===== src/ssup_pkg.sv =====
`timescale 1ns / 1ps

package ssup_pkg;

   localparam int AGE_BITS_DEFAULT = 16;
   localparam int TIMEOUT_BITS     = 16;
   localparam int QUEUE_DEPTH      = 4;
   localparam int ADDR_BITS        = 5;
   localparam int DATA_BITS        = 32;
   localparam int MASK_BITS        = 5;

   localparam logic [11:0]        ANGLE_CEIL = 12'd3142;
   localparam logic signed [11:0] TEMP_LIMIT = 12'sd800;

   localparam logic [1:0] CMD_SETPOINT = 2'd0;
   localparam logic [1:0] CMD_FEEDBACK = 2'd1;
   localparam logic [1:0] CMD_LIMIT    = 2'd2;
   localparam logic [1:0] CMD_TICK     = 2'd3;

   localparam logic [2:0] CAUSE_PASSED   = 3'd0;
   localparam logic [2:0] CAUSE_BLOCKED  = 3'd1;
   localparam logic [2:0] CAUSE_CMD_TO   = 3'd2;
   localparam logic [2:0] CAUSE_SERVO    = 3'd3;
   localparam logic [2:0] CAUSE_OVERCUR  = 3'd4;
   localparam logic [2:0] CAUSE_OVERTEMP = 3'd5;

   localparam logic [2:0] REG_MAX_ANGLE   = 3'd0;
   localparam logic [2:0] REG_SERVO       = 3'd1;
   localparam logic [2:0] REG_CUR_LIMIT   = 3'd2;
   localparam logic [2:0] REG_CMD_TO      = 3'd3;
   localparam logic [2:0] REG_FB_TO       = 3'd4;
   localparam logic [2:0] REG_LEFT_SENSOR = 3'd5;
   localparam logic [2:0] REG_RIGHT_SENSOR= 3'd6;

   localparam logic [11:0] RST_MAX_ANGLE    = 12'd524;
   localparam logic [7:0]  RST_SERVO        = 8'd1;
   localparam logic [15:0] RST_CUR_LIMIT    = 16'd2000;
   localparam logic [15:0] RST_CMD_TO       = 16'd25;
   localparam logic [15:0] RST_FB_TO        = 16'd25;
   localparam logic [7:0]  RST_LEFT_SENSOR  = 8'd0;
   localparam logic [7:0]  RST_RIGHT_SENSOR = 8'd1;

   // job mask bits: setpoint command, then tick causes in emit order
   localparam int JOB_SETPOINT = 0;
   localparam int JOB_CMD_TO   = 1;
   localparam int JOB_SERVO    = 2;
   localparam int JOB_OVERCUR  = 3;
   localparam int JOB_OVERTEMP = 4;

   typedef struct packed {
      logic [1:0]         cmd;
      logic signed [15:0] angle_mrad;
      logic [7:0]         feedback_servo;
      logic [15:0]        fault_bits;
      logic               torque_on;
      logic [15:0]        current_ma;
      logic signed [11:0] temp_decideg;
      logic [7:0]         sensor_number;
      logic               sensor_active;
   } req_type;

   typedef struct packed {
      logic signed [12:0] goal_mrad;
      logic [7:0]         target_servo;
      logic [15:0]        goal_current_ma;
      logic [2:0]         cause;
      logic               estop_latched;
      logic               healthy_now;
      logic               last;
   } rsp_type;

   typedef struct packed {
      logic [11:0] max_angle_mrad;
      logic [7:0]  servo_number;
      logic [15:0] current_limit_ma;
      logic [15:0] command_timeout_periods;
      logic [15:0] feedback_timeout_periods;
      logic [7:0]  left_sensor_number;
      logic [7:0]  right_sensor_number;
   } cfg_type;

   typedef struct packed {
      logic signed [12:0]   goal_mrad;
      logic                 pass;
      logic [MASK_BITS-1:0] mask;
      logic                 estop;
      logic                 healthy;
   } job_type;

endpackage


===== src/steering_safety_supervisor.sv =====
`timescale 1ns / 1ps

// channel     | ports                                        | beat taken when
// ------------+----------------------------------------------+--------------------------------
// request     | push, full, req_data                         | push && !full
// response    | empty, pop, rsp_data                         | pop && !empty
// registers   | psel, penable, pwrite, paddr, pwdata, prdata | psel && penable && pwrite
//
// a request beat is classified and applied to the state in the cycle it is taken; one
// request beat per cycle while the job queue has room
// a setpoint gives one response, a tick zero to four, one per cycle out of the back end
// while the output is free or popped; a tick firing all checks holds it until all four leave
// a job passes the job queue and work register before its first response is registered
// synchronous reset restores registers and clears state, queue and output register
// a stalled response side fills the four-entry job queue, then full rises

module steering_safety_supervisor #(
   parameter int AGE_BITS = ssup_pkg::AGE_BITS_DEFAULT
) (
   input  logic                           clock,
   input  logic                           reset,
   input  logic                           push,
   output logic                           full,
   input  ssup_pkg::req_type              req_data,
   output logic                           empty,
   input  logic                           pop,
   output ssup_pkg::rsp_type              rsp_data,
   input  logic                           psel,
   input  logic                           penable,
   input  logic                           pwrite,
   input  logic [ssup_pkg::ADDR_BITS-1:0] paddr,
   input  logic [ssup_pkg::DATA_BITS-1:0] pwdata,
   output logic [ssup_pkg::DATA_BITS-1:0] prdata,
   output logic                           pready
);

   ssup_pkg::cfg_type cfg;
   ssup_pkg::job_type job, q_data;
   logic              job_push, q_full, q_empty, q_pop, accept;

   assign full   = q_full;
   assign accept = push && !q_full;

   ssup_csr u_csr (
      .clock   (clock),
      .reset   (reset),
      .psel    (psel),
      .penable (penable),
      .pwrite  (pwrite),
      .paddr   (paddr),
      .pwdata  (pwdata),
      .prdata  (prdata),
      .pready  (pready),
      .cfg     (cfg)
   );

   ssup_front #(
      .AGE_BITS (AGE_BITS)
   ) u_front (
      .clock    (clock),
      .reset    (reset),
      .accept   (accept),
      .req      (req_data),
      .cfg      (cfg),
      .job_push (job_push),
      .job      (job)
   );

   ssup_queue u_queue (
      .clock   (clock),
      .reset   (reset),
      .wr_en   (job_push),
      .wr_data (job),
      .rd_en   (q_pop),
      .rd_data (q_data),
      .full    (q_full),
      .empty   (q_empty)
   );

   ssup_back u_back (
      .clock   (clock),
      .reset   (reset),
      .cfg     (cfg),
      .q_empty (q_empty),
      .q_data  (q_data),
      .q_pop   (q_pop),
      .pop     (pop),
      .empty   (empty),
      .rsp     (rsp_data)
   );

endmodule


===== src/ssup_csr.sv =====
`timescale 1ns / 1ps

module ssup_csr (
   input  logic                               clock,
   input  logic                               reset,
   input  logic                               psel,
   input  logic                               penable,
   input  logic                               pwrite,
   input  logic [ssup_pkg::ADDR_BITS-1:0]     paddr,
   input  logic [ssup_pkg::DATA_BITS-1:0]     pwdata,
   output logic [ssup_pkg::DATA_BITS-1:0]     prdata,
   output logic                               pready,
   output ssup_pkg::cfg_type                  cfg
);

   ssup_pkg::cfg_type cfg_ff, cfg_in;
   logic [2:0]        index;
   logic              wr_en;

   assign index  = paddr[ssup_pkg::ADDR_BITS-1:2];
   assign wr_en  = psel && penable && pwrite;
   assign pready = 1'b1;
   assign cfg    = cfg_ff;

   always_comb begin
      cfg_in = cfg_ff;
      if (wr_en) begin
         unique case (index)
            ssup_pkg::REG_MAX_ANGLE:    cfg_in.max_angle_mrad           = pwdata[11:0];
            ssup_pkg::REG_SERVO:        cfg_in.servo_number             = pwdata[7:0];
            ssup_pkg::REG_CUR_LIMIT:    cfg_in.current_limit_ma         = pwdata[15:0];
            ssup_pkg::REG_CMD_TO:       cfg_in.command_timeout_periods  = pwdata[15:0];
            ssup_pkg::REG_FB_TO:        cfg_in.feedback_timeout_periods = pwdata[15:0];
            ssup_pkg::REG_LEFT_SENSOR:  cfg_in.left_sensor_number       = pwdata[7:0];
            ssup_pkg::REG_RIGHT_SENSOR: cfg_in.right_sensor_number      = pwdata[7:0];
            default: ;
         endcase
      end
   end

   always_comb begin
      unique case (index)
         ssup_pkg::REG_MAX_ANGLE:    prdata = 32'(cfg_ff.max_angle_mrad);
         ssup_pkg::REG_SERVO:        prdata = 32'(cfg_ff.servo_number);
         ssup_pkg::REG_CUR_LIMIT:    prdata = 32'(cfg_ff.current_limit_ma);
         ssup_pkg::REG_CMD_TO:       prdata = 32'(cfg_ff.command_timeout_periods);
         ssup_pkg::REG_FB_TO:        prdata = 32'(cfg_ff.feedback_timeout_periods);
         ssup_pkg::REG_LEFT_SENSOR:  prdata = 32'(cfg_ff.left_sensor_number);
         ssup_pkg::REG_RIGHT_SENSOR: prdata = 32'(cfg_ff.right_sensor_number);
         default:                    prdata = '0;
      endcase
   end

   always_ff @(posedge clock) begin
      if (reset) begin
         cfg_ff.max_angle_mrad           <= ssup_pkg::RST_MAX_ANGLE;
         cfg_ff.servo_number             <= ssup_pkg::RST_SERVO;
         cfg_ff.current_limit_ma         <= ssup_pkg::RST_CUR_LIMIT;
         cfg_ff.command_timeout_periods  <= ssup_pkg::RST_CMD_TO;
         cfg_ff.feedback_timeout_periods <= ssup_pkg::RST_FB_TO;
         cfg_ff.left_sensor_number       <= ssup_pkg::RST_LEFT_SENSOR;
         cfg_ff.right_sensor_number      <= ssup_pkg::RST_RIGHT_SENSOR;
      end else begin
         cfg_ff <= cfg_in;
      end
   end

endmodule


===== src/ssup_front.sv =====
`timescale 1ns / 1ps

module ssup_front #(
   parameter int AGE_BITS = ssup_pkg::AGE_BITS_DEFAULT
) (
   input  logic              clock,
   input  logic              reset,
   input  logic              accept,
   input  ssup_pkg::req_type req,
   input  ssup_pkg::cfg_type cfg,
   output logic              job_push,
   output ssup_pkg::job_type job
);

   localparam int CW = (AGE_BITS > ssup_pkg::TIMEOUT_BITS) ? AGE_BITS : ssup_pkg::TIMEOUT_BITS;

   logic                left_ff, left_in;
   logic                right_ff, right_in;
   logic                ok_ff, ok_in;
   logic                estop_ff, estop_in;
   logic [15:0]         faults_ff, faults_in;
   logic [15:0]         current_ff, current_in;
   logic signed [11:0]  temp_ff, temp_in;
   logic [AGE_BITS-1:0] cmd_age_ff, cmd_age_in;
   logic [AGE_BITS-1:0] fb_age_ff, fb_age_in;

   logic [11:0]         lim;
   logic signed [16:0]  ang, lim_pos, lim_neg, clamped;
   logic [AGE_BITS-1:0] cmd_age_inc, fb_age_inc;
   logic                safe;

   assign lim     = (cfg.max_angle_mrad > ssup_pkg::ANGLE_CEIL) ? ssup_pkg::ANGLE_CEIL
                                                                : cfg.max_angle_mrad;
   assign ang     = {req.angle_mrad[15], req.angle_mrad};
   assign lim_pos = {5'b0, lim};
   assign lim_neg = -lim_pos;

   always_comb begin
      priority if (ang > lim_pos) begin
         clamped = lim_pos;
      end else if (ang < lim_neg) begin
         clamped = lim_neg;
      end else begin
         clamped = ang;
      end
   end

   assign safe = !((clamped < 0) && left_ff) && !((clamped > 0) && right_ff);

   assign cmd_age_inc = (cmd_age_ff == '1) ? cmd_age_ff : AGE_BITS'(cmd_age_ff + 1'b1);
   assign fb_age_inc  = (fb_age_ff == '1) ? fb_age_ff : AGE_BITS'(fb_age_ff + 1'b1);

   always_comb begin
      left_in    = left_ff;
      right_in   = right_ff;
      ok_in      = ok_ff;
      estop_in   = estop_ff;
      faults_in  = faults_ff;
      current_in = current_ff;
      temp_in    = temp_ff;
      cmd_age_in = cmd_age_ff;
      fb_age_in  = fb_age_ff;
      job        = '0;
      job.goal_mrad = clamped[12:0];
      if (accept) begin
         unique case (req.cmd)
            ssup_pkg::CMD_SETPOINT: begin
               cmd_age_in = '0;
               job.pass   = safe && ok_ff && !estop_ff;
               job.mask[ssup_pkg::JOB_SETPOINT] = 1'b1;
            end
            ssup_pkg::CMD_FEEDBACK: begin
               if (req.feedback_servo == cfg.servo_number) begin
                  fb_age_in  = '0;
                  faults_in  = req.fault_bits;
                  current_in = req.current_ma;
                  temp_in    = req.temp_decideg;
                  ok_in      = (req.fault_bits == '0) && req.torque_on;
               end
            end
            ssup_pkg::CMD_LIMIT: begin
               priority if (req.sensor_number == cfg.left_sensor_number) begin
                  left_in = req.sensor_active;
               end else if (req.sensor_number == cfg.right_sensor_number) begin
                  right_in = req.sensor_active;
               end else begin
                  right_in = right_ff;
               end
            end
            ssup_pkg::CMD_TICK: begin
               cmd_age_in = cmd_age_inc;
               fb_age_in  = fb_age_inc;
               job.mask[ssup_pkg::JOB_CMD_TO] =
                  CW'(cmd_age_inc) > CW'(cfg.command_timeout_periods);
               if (CW'(fb_age_inc) > CW'(cfg.feedback_timeout_periods)) begin
                  ok_in = 1'b0;
               end
               if (faults_ff != '0) begin
                  ok_in    = 1'b0;
                  estop_in = 1'b1;
                  job.mask[ssup_pkg::JOB_SERVO] = 1'b1;
               end
               if (current_ff > cfg.current_limit_ma) begin
                  estop_in = 1'b1;
                  job.mask[ssup_pkg::JOB_OVERCUR] = 1'b1;
               end
               if (temp_ff > ssup_pkg::TEMP_LIMIT) begin
                  estop_in = 1'b1;
                  job.mask[ssup_pkg::JOB_OVERTEMP] = 1'b1;
               end
            end
         endcase
      end
      job.estop   = estop_in;
      job.healthy = ok_in;
   end

   assign job_push = accept && (job.mask != '0);

   always_ff @(posedge clock) begin
      if (reset) begin
         left_ff    <= 1'b0;
         right_ff   <= 1'b0;
         ok_ff      <= 1'b0;
         estop_ff   <= 1'b0;
         faults_ff  <= '0;
         current_ff <= '0;
         temp_ff    <= '0;
         cmd_age_ff <= '0;
         fb_age_ff  <= '0;
      end else begin
         left_ff    <= left_in;
         right_ff   <= right_in;
         ok_ff      <= ok_in;
         estop_ff   <= estop_in;
         faults_ff  <= faults_in;
         current_ff <= current_in;
         temp_ff    <= temp_in;
         cmd_age_ff <= cmd_age_in;
         fb_age_ff  <= fb_age_in;
      end
   end

endmodule


===== src/ssup_queue.sv =====
`timescale 1ns / 1ps

module ssup_queue (
   input  logic              clock,
   input  logic              reset,
   input  logic              wr_en,
   input  ssup_pkg::job_type wr_data,
   input  logic              rd_en,
   output ssup_pkg::job_type rd_data,
   output logic              full,
   output logic              empty
);

   localparam int PW = $clog2(ssup_pkg::QUEUE_DEPTH);
   localparam int CW = $clog2(ssup_pkg::QUEUE_DEPTH + 1);

   ssup_pkg::job_type slot_ff [ssup_pkg::QUEUE_DEPTH];
   logic [PW-1:0]     wr_ptr_ff, wr_ptr_in;
   logic [PW-1:0]     rd_ptr_ff, rd_ptr_in;
   logic [CW-1:0]     count_ff, count_in;
   logic              do_wr, do_rd;

   assign full    = (count_ff == CW'(ssup_pkg::QUEUE_DEPTH));
   assign empty   = (count_ff == '0);
   assign do_wr   = wr_en && !full;
   assign do_rd   = rd_en && !empty;
   assign rd_data = slot_ff[rd_ptr_ff];

   always_comb begin
      wr_ptr_in = wr_ptr_ff;
      rd_ptr_in = rd_ptr_ff;
      count_in  = count_ff;
      if (do_wr) begin
         wr_ptr_in = (wr_ptr_ff == PW'(ssup_pkg::QUEUE_DEPTH - 1)) ? '0
                                                                    : PW'(wr_ptr_ff + 1'b1);
      end
      if (do_rd) begin
         rd_ptr_in = (rd_ptr_ff == PW'(ssup_pkg::QUEUE_DEPTH - 1)) ? '0
                                                                    : PW'(rd_ptr_ff + 1'b1);
      end
      if (do_wr && !do_rd) begin
         count_in = CW'(count_ff + 1'b1);
      end else if (do_rd && !do_wr) begin
         count_in = CW'(count_ff - 1'b1);
      end
   end

   always_ff @(posedge clock) begin
      if (do_wr) begin
         slot_ff[wr_ptr_ff] <= wr_data;
      end
   end

   always_ff @(posedge clock) begin
      if (reset) begin
         wr_ptr_ff <= '0;
         rd_ptr_ff <= '0;
         count_ff  <= '0;
      end else begin
         wr_ptr_ff <= wr_ptr_in;
         rd_ptr_ff <= rd_ptr_in;
         count_ff  <= count_in;
      end
   end

endmodule


===== src/ssup_back.sv =====
`timescale 1ns / 1ps

module ssup_back (
   input  logic              clock,
   input  logic              reset,
   input  ssup_pkg::cfg_type cfg,
   input  logic              q_empty,
   input  ssup_pkg::job_type q_data,
   output logic              q_pop,
   input  logic              pop,
   output logic              empty,
   output ssup_pkg::rsp_type rsp
);

   logic                           work_vld_ff, work_vld_in;
   ssup_pkg::job_type              work_ff;
   logic [ssup_pkg::MASK_BITS-1:0] mask_ff, mask_in;
   logic                           out_vld_ff, out_vld_in;
   ssup_pkg::rsp_type              rsp_ff;

   logic [ssup_pkg::MASK_BITS-1:0] pick, rest;
   logic                           can_emit, emit_last, load;
   logic [2:0]                     cause;

   assign pick      = mask_ff & (~mask_ff + 1'b1);
   assign rest      = mask_ff & ~pick;
   assign emit_last = (rest == '0);
   assign can_emit  = work_vld_ff && (!out_vld_ff || pop);
   assign load      = !work_vld_ff || (can_emit && emit_last);
   assign q_pop     = load && !q_empty;

   always_comb begin
      priority if (pick[ssup_pkg::JOB_SETPOINT]) begin
         cause = work_ff.pass ? ssup_pkg::CAUSE_PASSED : ssup_pkg::CAUSE_BLOCKED;
      end else if (pick[ssup_pkg::JOB_CMD_TO]) begin
         cause = ssup_pkg::CAUSE_CMD_TO;
      end else if (pick[ssup_pkg::JOB_SERVO]) begin
         cause = ssup_pkg::CAUSE_SERVO;
      end else if (pick[ssup_pkg::JOB_OVERCUR]) begin
         cause = ssup_pkg::CAUSE_OVERCUR;
      end else begin
         cause = ssup_pkg::CAUSE_OVERTEMP;
      end
   end

   always_comb begin
      mask_in     = mask_ff;
      work_vld_in = work_vld_ff;
      if (can_emit) begin
         mask_in = rest;
         if (emit_last) begin
            work_vld_in = 1'b0;
         end
      end
      if (q_pop) begin
         mask_in     = q_data.mask;
         work_vld_in = 1'b1;
      end
      out_vld_in = can_emit ? 1'b1 : (pop ? 1'b0 : out_vld_ff);
   end

   always_ff @(posedge clock) begin
      if (q_pop) begin
         work_ff <= q_data;
      end
      if (can_emit) begin
         rsp_ff.goal_mrad       <= (work_ff.pass && pick[ssup_pkg::JOB_SETPOINT])
                                   ? work_ff.goal_mrad : '0;
         rsp_ff.target_servo    <= cfg.servo_number;
         rsp_ff.goal_current_ma <= cfg.current_limit_ma;
         rsp_ff.cause           <= cause;
         rsp_ff.estop_latched   <= work_ff.estop;
         rsp_ff.healthy_now     <= work_ff.healthy;
         rsp_ff.last            <= emit_last;
      end
   end

   always_ff @(posedge clock) begin
      if (reset) begin
         work_vld_ff <= 1'b0;
         mask_ff     <= '0;
         out_vld_ff  <= 1'b0;
      end else begin
         work_vld_ff <= work_vld_in;
         mask_ff     <= mask_in;
         out_vld_ff  <= out_vld_in;
      end
   end

   assign empty = !out_vld_ff;
   assign rsp   = rsp_ff;

endmodule


===== config.mk =====
export PLATFORM = sky130hd
export DESIGN_NAME = steering_safety_supervisor
export DESIGN_NICKNAME = d
export VERILOG_FILES = /design/src/ssup_pkg.sv /design/src/steering_safety_supervisor.sv /design/src/ssup_csr.sv /design/src/ssup_front.sv /design/src/ssup_queue.sv /design/src/ssup_back.sv
export SDC_FILE = /design/constraint.sdc
export NUM_CORES = 1
export LEC_CHECK = 0
export ABC_CLOCK_PERIOD_IN_PS = 10630
export BUFFER_PORTS_ARGS = -buffer_cell sky130_fd_sc_hd__clkbuf_2
export CAP_MARGIN = 25
export CORE_UTILIZATION = 40
export DETAILED_ROUTE_END_ITERATION = 7
export GPL_TIMING_DRIVEN = 0
export PLACE_DENSITY = 0.64
export SYNTH_ARGS = -nofsm -noshare
export SYNTH_HDL_FRONTEND = slang
export SYNTH_SLANG_ARGS = --single-unit

===== constraint.sdc =====
create_clock -name clock -period 10.63 [get_ports clock]
set_input_delay 2.126 -clock clock [delete_from_list [all_inputs] [get_ports clock]]
set_output_delay 2.126 -clock clock [all_outputs]
set_load 0.03 [all_outputs]

# Yosys cells after proc, flatten, opt, wreduce, memory -nomap -nowiden
# Memory sizes are Yosys's and may differ from the RTL's. A register that Yosys moved wholly into a read port is not among the register bits.
# Cells that the tools add are included.
[op_classes]
n_addsub = 8
magnitude_cmp = 9
eq_ne = 18
mux = 46
bitwise_logic = 5
reduce_logical = 55
[op_table]
columns = ["cell", "n"]
rows = [
  ["$pmux 16 s7", 1],
  ["$pmux 16 s2", 2],
  ["$gt 16x16->1", 3],
  ["$mux 16", 3],
  ["$mux 17", 2],
  ["$add 16x1->16 const B", 2],
  ["$eq 16x16->1 const B", 2],
  ["$eq 8x8->1", 3],
  ["$mux 1", 23],
  ["$logic_and 1x1->1", 18],
  ["$reduce_and 2->1", 9],
  ["$gt 17x1->1 const B", 1],
  ["$lt 16x17->1", 1],
  ["$lt 17x1->1 const B", 1],
  ["$neg 12->17", 1],
  ["$gt 16x13->1", 1],
  ["$logic_not 16->1", 1],
  ["$reduce_bool 16->1", 1],
  ["$mux 3", 5],
  ["$eq 3x3->1 const B", 4],
  ["$gt 12x11->1 const B", 1],
  ["$gt 12x12->1 const B", 1],
  ["$mux 12", 1],
  ["$reduce_bool 2->1", 6],
  ["other kinds (25)", 48],
]
[word_totals]
register_bits = 237
ramBits = 84
input_bits = 124
output_inout_bits = 78
elab_cells = 175
n_memories = 1
[mem_list]
columns = ["memory", "depth", "width", "read_ports", "rd_ports_with_merged_regs", "write_ports", "line_no", "rtl"]
rows = [
  ["u_queue.slot_ff", 4, 21, 1, 1, 1, "ssup_queue.sv:17", "ssup_pkg::job_type slot_ff [ssup_pkg::QUEUE_DEPTH];"],
]

# Longest topological paths before layout
[depth]
depth_word = 21
mapped_depth = 23
depth_no_buf = 21

# Hierarchy
# Synthesis repeated with hierarchy kept, for this count alone.
[hier_totals]
cells_unflattened = 1625
hier_area_um2 = 16827.4
[by_module_without_submodules]
columns = ["module", "n_inst", "cells_each", "area_each_um2", "seq_area_each_um2"]
rows = [
  ["ssup_front", 1, 856, 6734.0, 1601.5],
  ["ssup_csr", 1, 470, 4174.0, 1681.6],
  ["ssup_queue", 1, 159, 3537.1, 2702.6],
  ["ssup_back", 1, 139, 2368.5, 1911.8],
  ["steering_safety_supervisor", 1, 1, 13.8, 0.0],
]

# Least setup slack after synthesis
# OpenSTA, ideal clock, no wires.
[synth_timing]
path_type = "input -> output"
from = "input paddr[2] in the netlist's numbering"
to = "output prdata[12] in the netlist's numbering"
t_arrival_ns = 4.119
required_ns = 8.504
slack_ns = 4.385
cell_stages = 5
n_path_buf = 3
path_cell_list = "clkbuf_1 > clkbuf_1 > clkbuf_1 > mux2i_1 > o21ai_0"
[synth_via]
elab_chain_cells = 2
elab_cells_between_ends = 8
cone_classes = "6 x eq/ne; 1 x mux; 1 x reduce/logical"
[synth_rtl]
columns = ["item", "line_no", "rtl"]
rows = [
  ["start, declared", "steering_safety_supervisor.sv:31", "input logic [ssup_pkg::ADDR_BITS-1:0] paddr,"],
  ["$eq 3x3->1, or another cell as far along", "ssup_csr.sv:42", "unique case (index)"],
  ["$pmux 16 s7 *", "ssup_csr.sv:42", ""],
  ["end, declared", "steering_safety_supervisor.sv:33", "output logic [ssup_pkg::DATA_BITS-1:0] prdata,"],
]
# Every way passes the cells marked *; elsewhere a longest branch is shown, timed or not.

# Worst setup path after layout
[layout_timing]
from = "input paddr[2] in the netlist's numbering"
to = "output prdata[1] in the netlist's numbering"
# The elaborated chain is that of the path after synthesis.

==> results.json <==
{
  "slew_violations": 0,
  "first_global_vias": 12542,
  "place_ws_ns": 4.049,
  "drt_iter0_markers": 891,
  "fmaxAchievable_mhz": 150.9,
  "antenna_found_initial": 1,
  "synthSimpleGateAreaFrac_pct": 15.85,
  "crit_fanout": 10,
  "drt-total-wl_um": 46250,
  "syn_to_final_growth_pct": 17.83,
  "ys_seq_elements": 323,
  "synth_area_leaders": "edfxtp_1, dfxtp_1, ha_1, mux2i_1, nand2_1",
  "post_cts_buffers": 0,
  "worstSkewPairLatency_ns": 0.53,
  "drt_first_pass_iters": 6,
  "h-tree-depth": 2,
  "n_antenna_cell": 0,
  "setup_viol": 0,
  "setup_slack_ns": 4.004,
  "clockBufferDepth": 3,
  "worstReg2RegStart": "u_csr.cfg[79]",
  "routedWlPerCell_um": 19.51,
  "initial_core_util_pct": 40.63,
  "grt_setup_unrepaired": "no",
  "crit_path_frequent_cell": "clkbuf_1",
  "cts_buffers": 37,
  "power_frac_comb_pct": 16.9,
  "die_w_um": 202.9,
  "worst_setup_path_end_kind": "output pin",
  "netlist_instances": 1590,
  "synth_mux_area_share_pct": 9.866,
  "antenna_left": 0,
  "r2r_end": "u_queue.slot_ff[2][7]",
  "power.share.clock_pct": 38.0,
  "r2r_cells": 19,
  "period_minus_slack_ns": 6.626,
  "path_cells": "clkbuf_2 > clkbuf_1 > clkbuf_1 > clkbuf_1 > a32oi_1 > o21ai_0 > clkbuf_2",
  "critPathMaxStageDelay_ns": 0.54,
  "ys_warn_count": 0,
  "cp-start-kind": "input pin",
  "io_pins": 202,
  "outcome": "finished clean",
  "fill_cells": 3724,
  "timing.hold.ws_ns": 0.4247,
  "grt_overflow": 0,
  "grtUsageTotal_pct": 22.52,
  "port_buffers": 165,
  "rrSetupSlack_ns": 4.03,
  "synthTopCellsByCount": "nand2_1, dfxtp_1, nor2_1, edfxtp_1, a21oi_1",
  "seqCellArea_mm2": 0.007898,
  "slew_headroom_pct": 31.63,
  "die_h_um": 202.9,
  "tns_ns": 0,
  "synth_top_family_by_area": "simple AND/OR/NAND/NOR gates",
  "cp_data_required_time_ns": 8.50,
  "leakagePower_nw": 7.842,
  "place_hpwl_um": 35760,
  "min_from": "u_back.work_ff[1]",
  "ir_worst_vdd_v": 0.0001142,
  "worst_pin_slew_ns": 1.026,
  "netlist_area_mm2": 0.01614,
  "hold_path.class": "reg -> reg",
  "grt_max_degree": 28,
  "cts_resized": 0,
  "holdPathStages": 0,
  "drc": 0,
  "fin_crit_sh_pct": 62.33,
  "drv_cap": 0,
  "grt_first_pass_wirelength_um": 71210,
  "synth_top_area_cell": "edfxtp_1",
  "p_sw_uw": 916.4,
  "hold_viol_final": 0,
  "clkTransAtPathRegs_ns": 0.06,
  "synth_xor_area_share_pct": 2.821,
  "via_count": 12806,
  "final-instance-count-excl-fill": 2370,
  "gp_congestion": 0.9470,
  "powerDensity_mw_per_mm2": 172.7,
  "nNetsFinal": 2031,
  "netSwitchingFraction_pct": 27.90,
  "cpMaxStageDelayCell": "clkbuf_1",
  "dieArea_mm2": 0.04117,
  "synth_adder_area_share_pct": 7.084,
  "floorplan.rows": 73,
  "clock-sinks": 323,
  "synthMostInstantiatedCell": "nand2_1",
  "synth_compound_area_share_pct": 11.19,
  "dpl.cell_count": 2302,
  "core-area_mm2": 0.03973,
  "multi_input_area_mm2": 0.007621,
  "synth.avg_cell_area_um2": 10.15,
  "critPathKind": "in -> out",
  "synth-edff-count": 143,
  "hold_end": "u_back.rsp[2]",
  "root_buffer": "clkbuf_16",
  "hold_buffers": 0,
  "synth-main-ff-cell": "dfxtp_1",
  "ys_types": 76,
  "fin_util_pct": 47.88,
  "viasPerCell": 5.403,
  "cp.arrival_ns": 4.50,
  "finClkSkew_ns": 0.01711,
  "synth_async_sr_flop_share_pct": 0,
  "drive_gt1_share_pct": 16.26,
  "cts_tree": "done",
  "seq_power_share_pct": 45.2,
  "p_int_mw": 2.369,
  "netlist.area_leader.share_pct": 26.60,
  "synth-seq-area-share_pct": 48.92
}
==> power groups by stage <==
stage	sequential, mW	clock, mW	combinational (mW)
3_5_place_dp	1.51	0	0.555
6_report	1.48	1.25	0.554
4_1_cts	1.48	1.27	0.557
2_1_floorplan	1.57	0	0.297
5_1_grt	1.50	1.32	0.604
3_3_place_gp	1.51	0	0.536
==> critical path: cells and delay by family <==
family	cells	cell delay, ns
buf+inv	5	1.96
compound gates	2	0.40
==> kinds of logic (layout without fill, tap and decap cells) <==
family | after synthesis | after routing
adder cells (fa/ha/maj) | 91 | 91
AND/OR/NAND/NOR | 551 | 551
buffers and inverters | 162 | 402
other | 2 | 17
XOR/XNOR | 52 | 52
multiplexers | 125 | 125
flip-flops | 323 | 323
AO/OA/AOI/OAI | 284 | 284
==> worst max path at each step <==
| stage | to | cells after the start | slack, ns | start |
|---|---|---|---|---|
| 2_1_floorplan | prdata[12] | 5 | 4.38 | paddr[2] |
| 3_3_place_gp | prdata[1] | 7 | 4.06 | paddr[2] |
| 3_5_place_dp | prdata[1] | 7 | 4.05 | paddr[2] |
| 4_1_cts | prdata[1] | 7 | 4.05 | paddr[2] |
| 5_1_grt | u_queue.slot_ff[2][7] | 19 | 3.62 | u_csr.cfg[79] |
| 6_report | prdata[1] | 7 | 4.00 | paddr[2] |
==> metrics by stage <==
step | total power [mW] | cell area (um^2)
after floorplan | 1.872 | 16200
after global placement | 2.047 | 17680
after detailed placement | 2.065 | 17830
after CTS | 3.309 | 19020
after global routing | 3.419 | 19020
final | 3.285 | 19020
==> cell usage in the layout, fill, tap and decap left out, types with 24 or more instances in the layout <==
master / instances
nand4_1: 30
inv_1: 69
nor2_1: 160
nor3_1: 24
edfxtp_1: 143
xnor2_1: 26
xor2_1: 26
o21ai_0: 43
mux4_2: 27
mux2i_1: 95
a21oi_1: 112
clkbuf_16: 39
nand3_1: 33
nand2_1: 190
ha_1: 89
clkbuf_2: 165
clkbuf_1: 72
dfxtp_1: 180
==> registers in the layout (all words and copies together), names as in the netlist, 12 cells and up, named ones only <==
register and flops:
u_front.cmd_age_ff 16, u_csr.cfg 84, u_front.fb_age_ff 16, u_front.temp_ff 12, u_back.work_ff 16, u_front.current_ff 16
u_front.faults_ff 16, u_queue.slot_ff 84, u_back.rsp 43
==> cell type report <==
type / instances / share of cell area (%)
buffer: 91 / 2.184
timing repair buffer: 173 / 5.144
tap: 525 / 3.453
clock inverter: 19 / 0.9274
inverter: 71 / 1.401
multi-input combinational: 1120 / 40.06
clock buffer: 48 / 5.308
sequential: 323 / 41.52
==> per-layer routing <==
layer	part of all wire, %	wire length, um	global-route usage, %	up-vias
met5	0.028	13	0	-
met4	3.6	1678	8.700	2
met3	7.7	3542	4.543	83
met2	45	20980	36.14	467
met1	43	20030	29.82	6106
li1	-	-	-	6148
(Power assumes the default switching activity.)
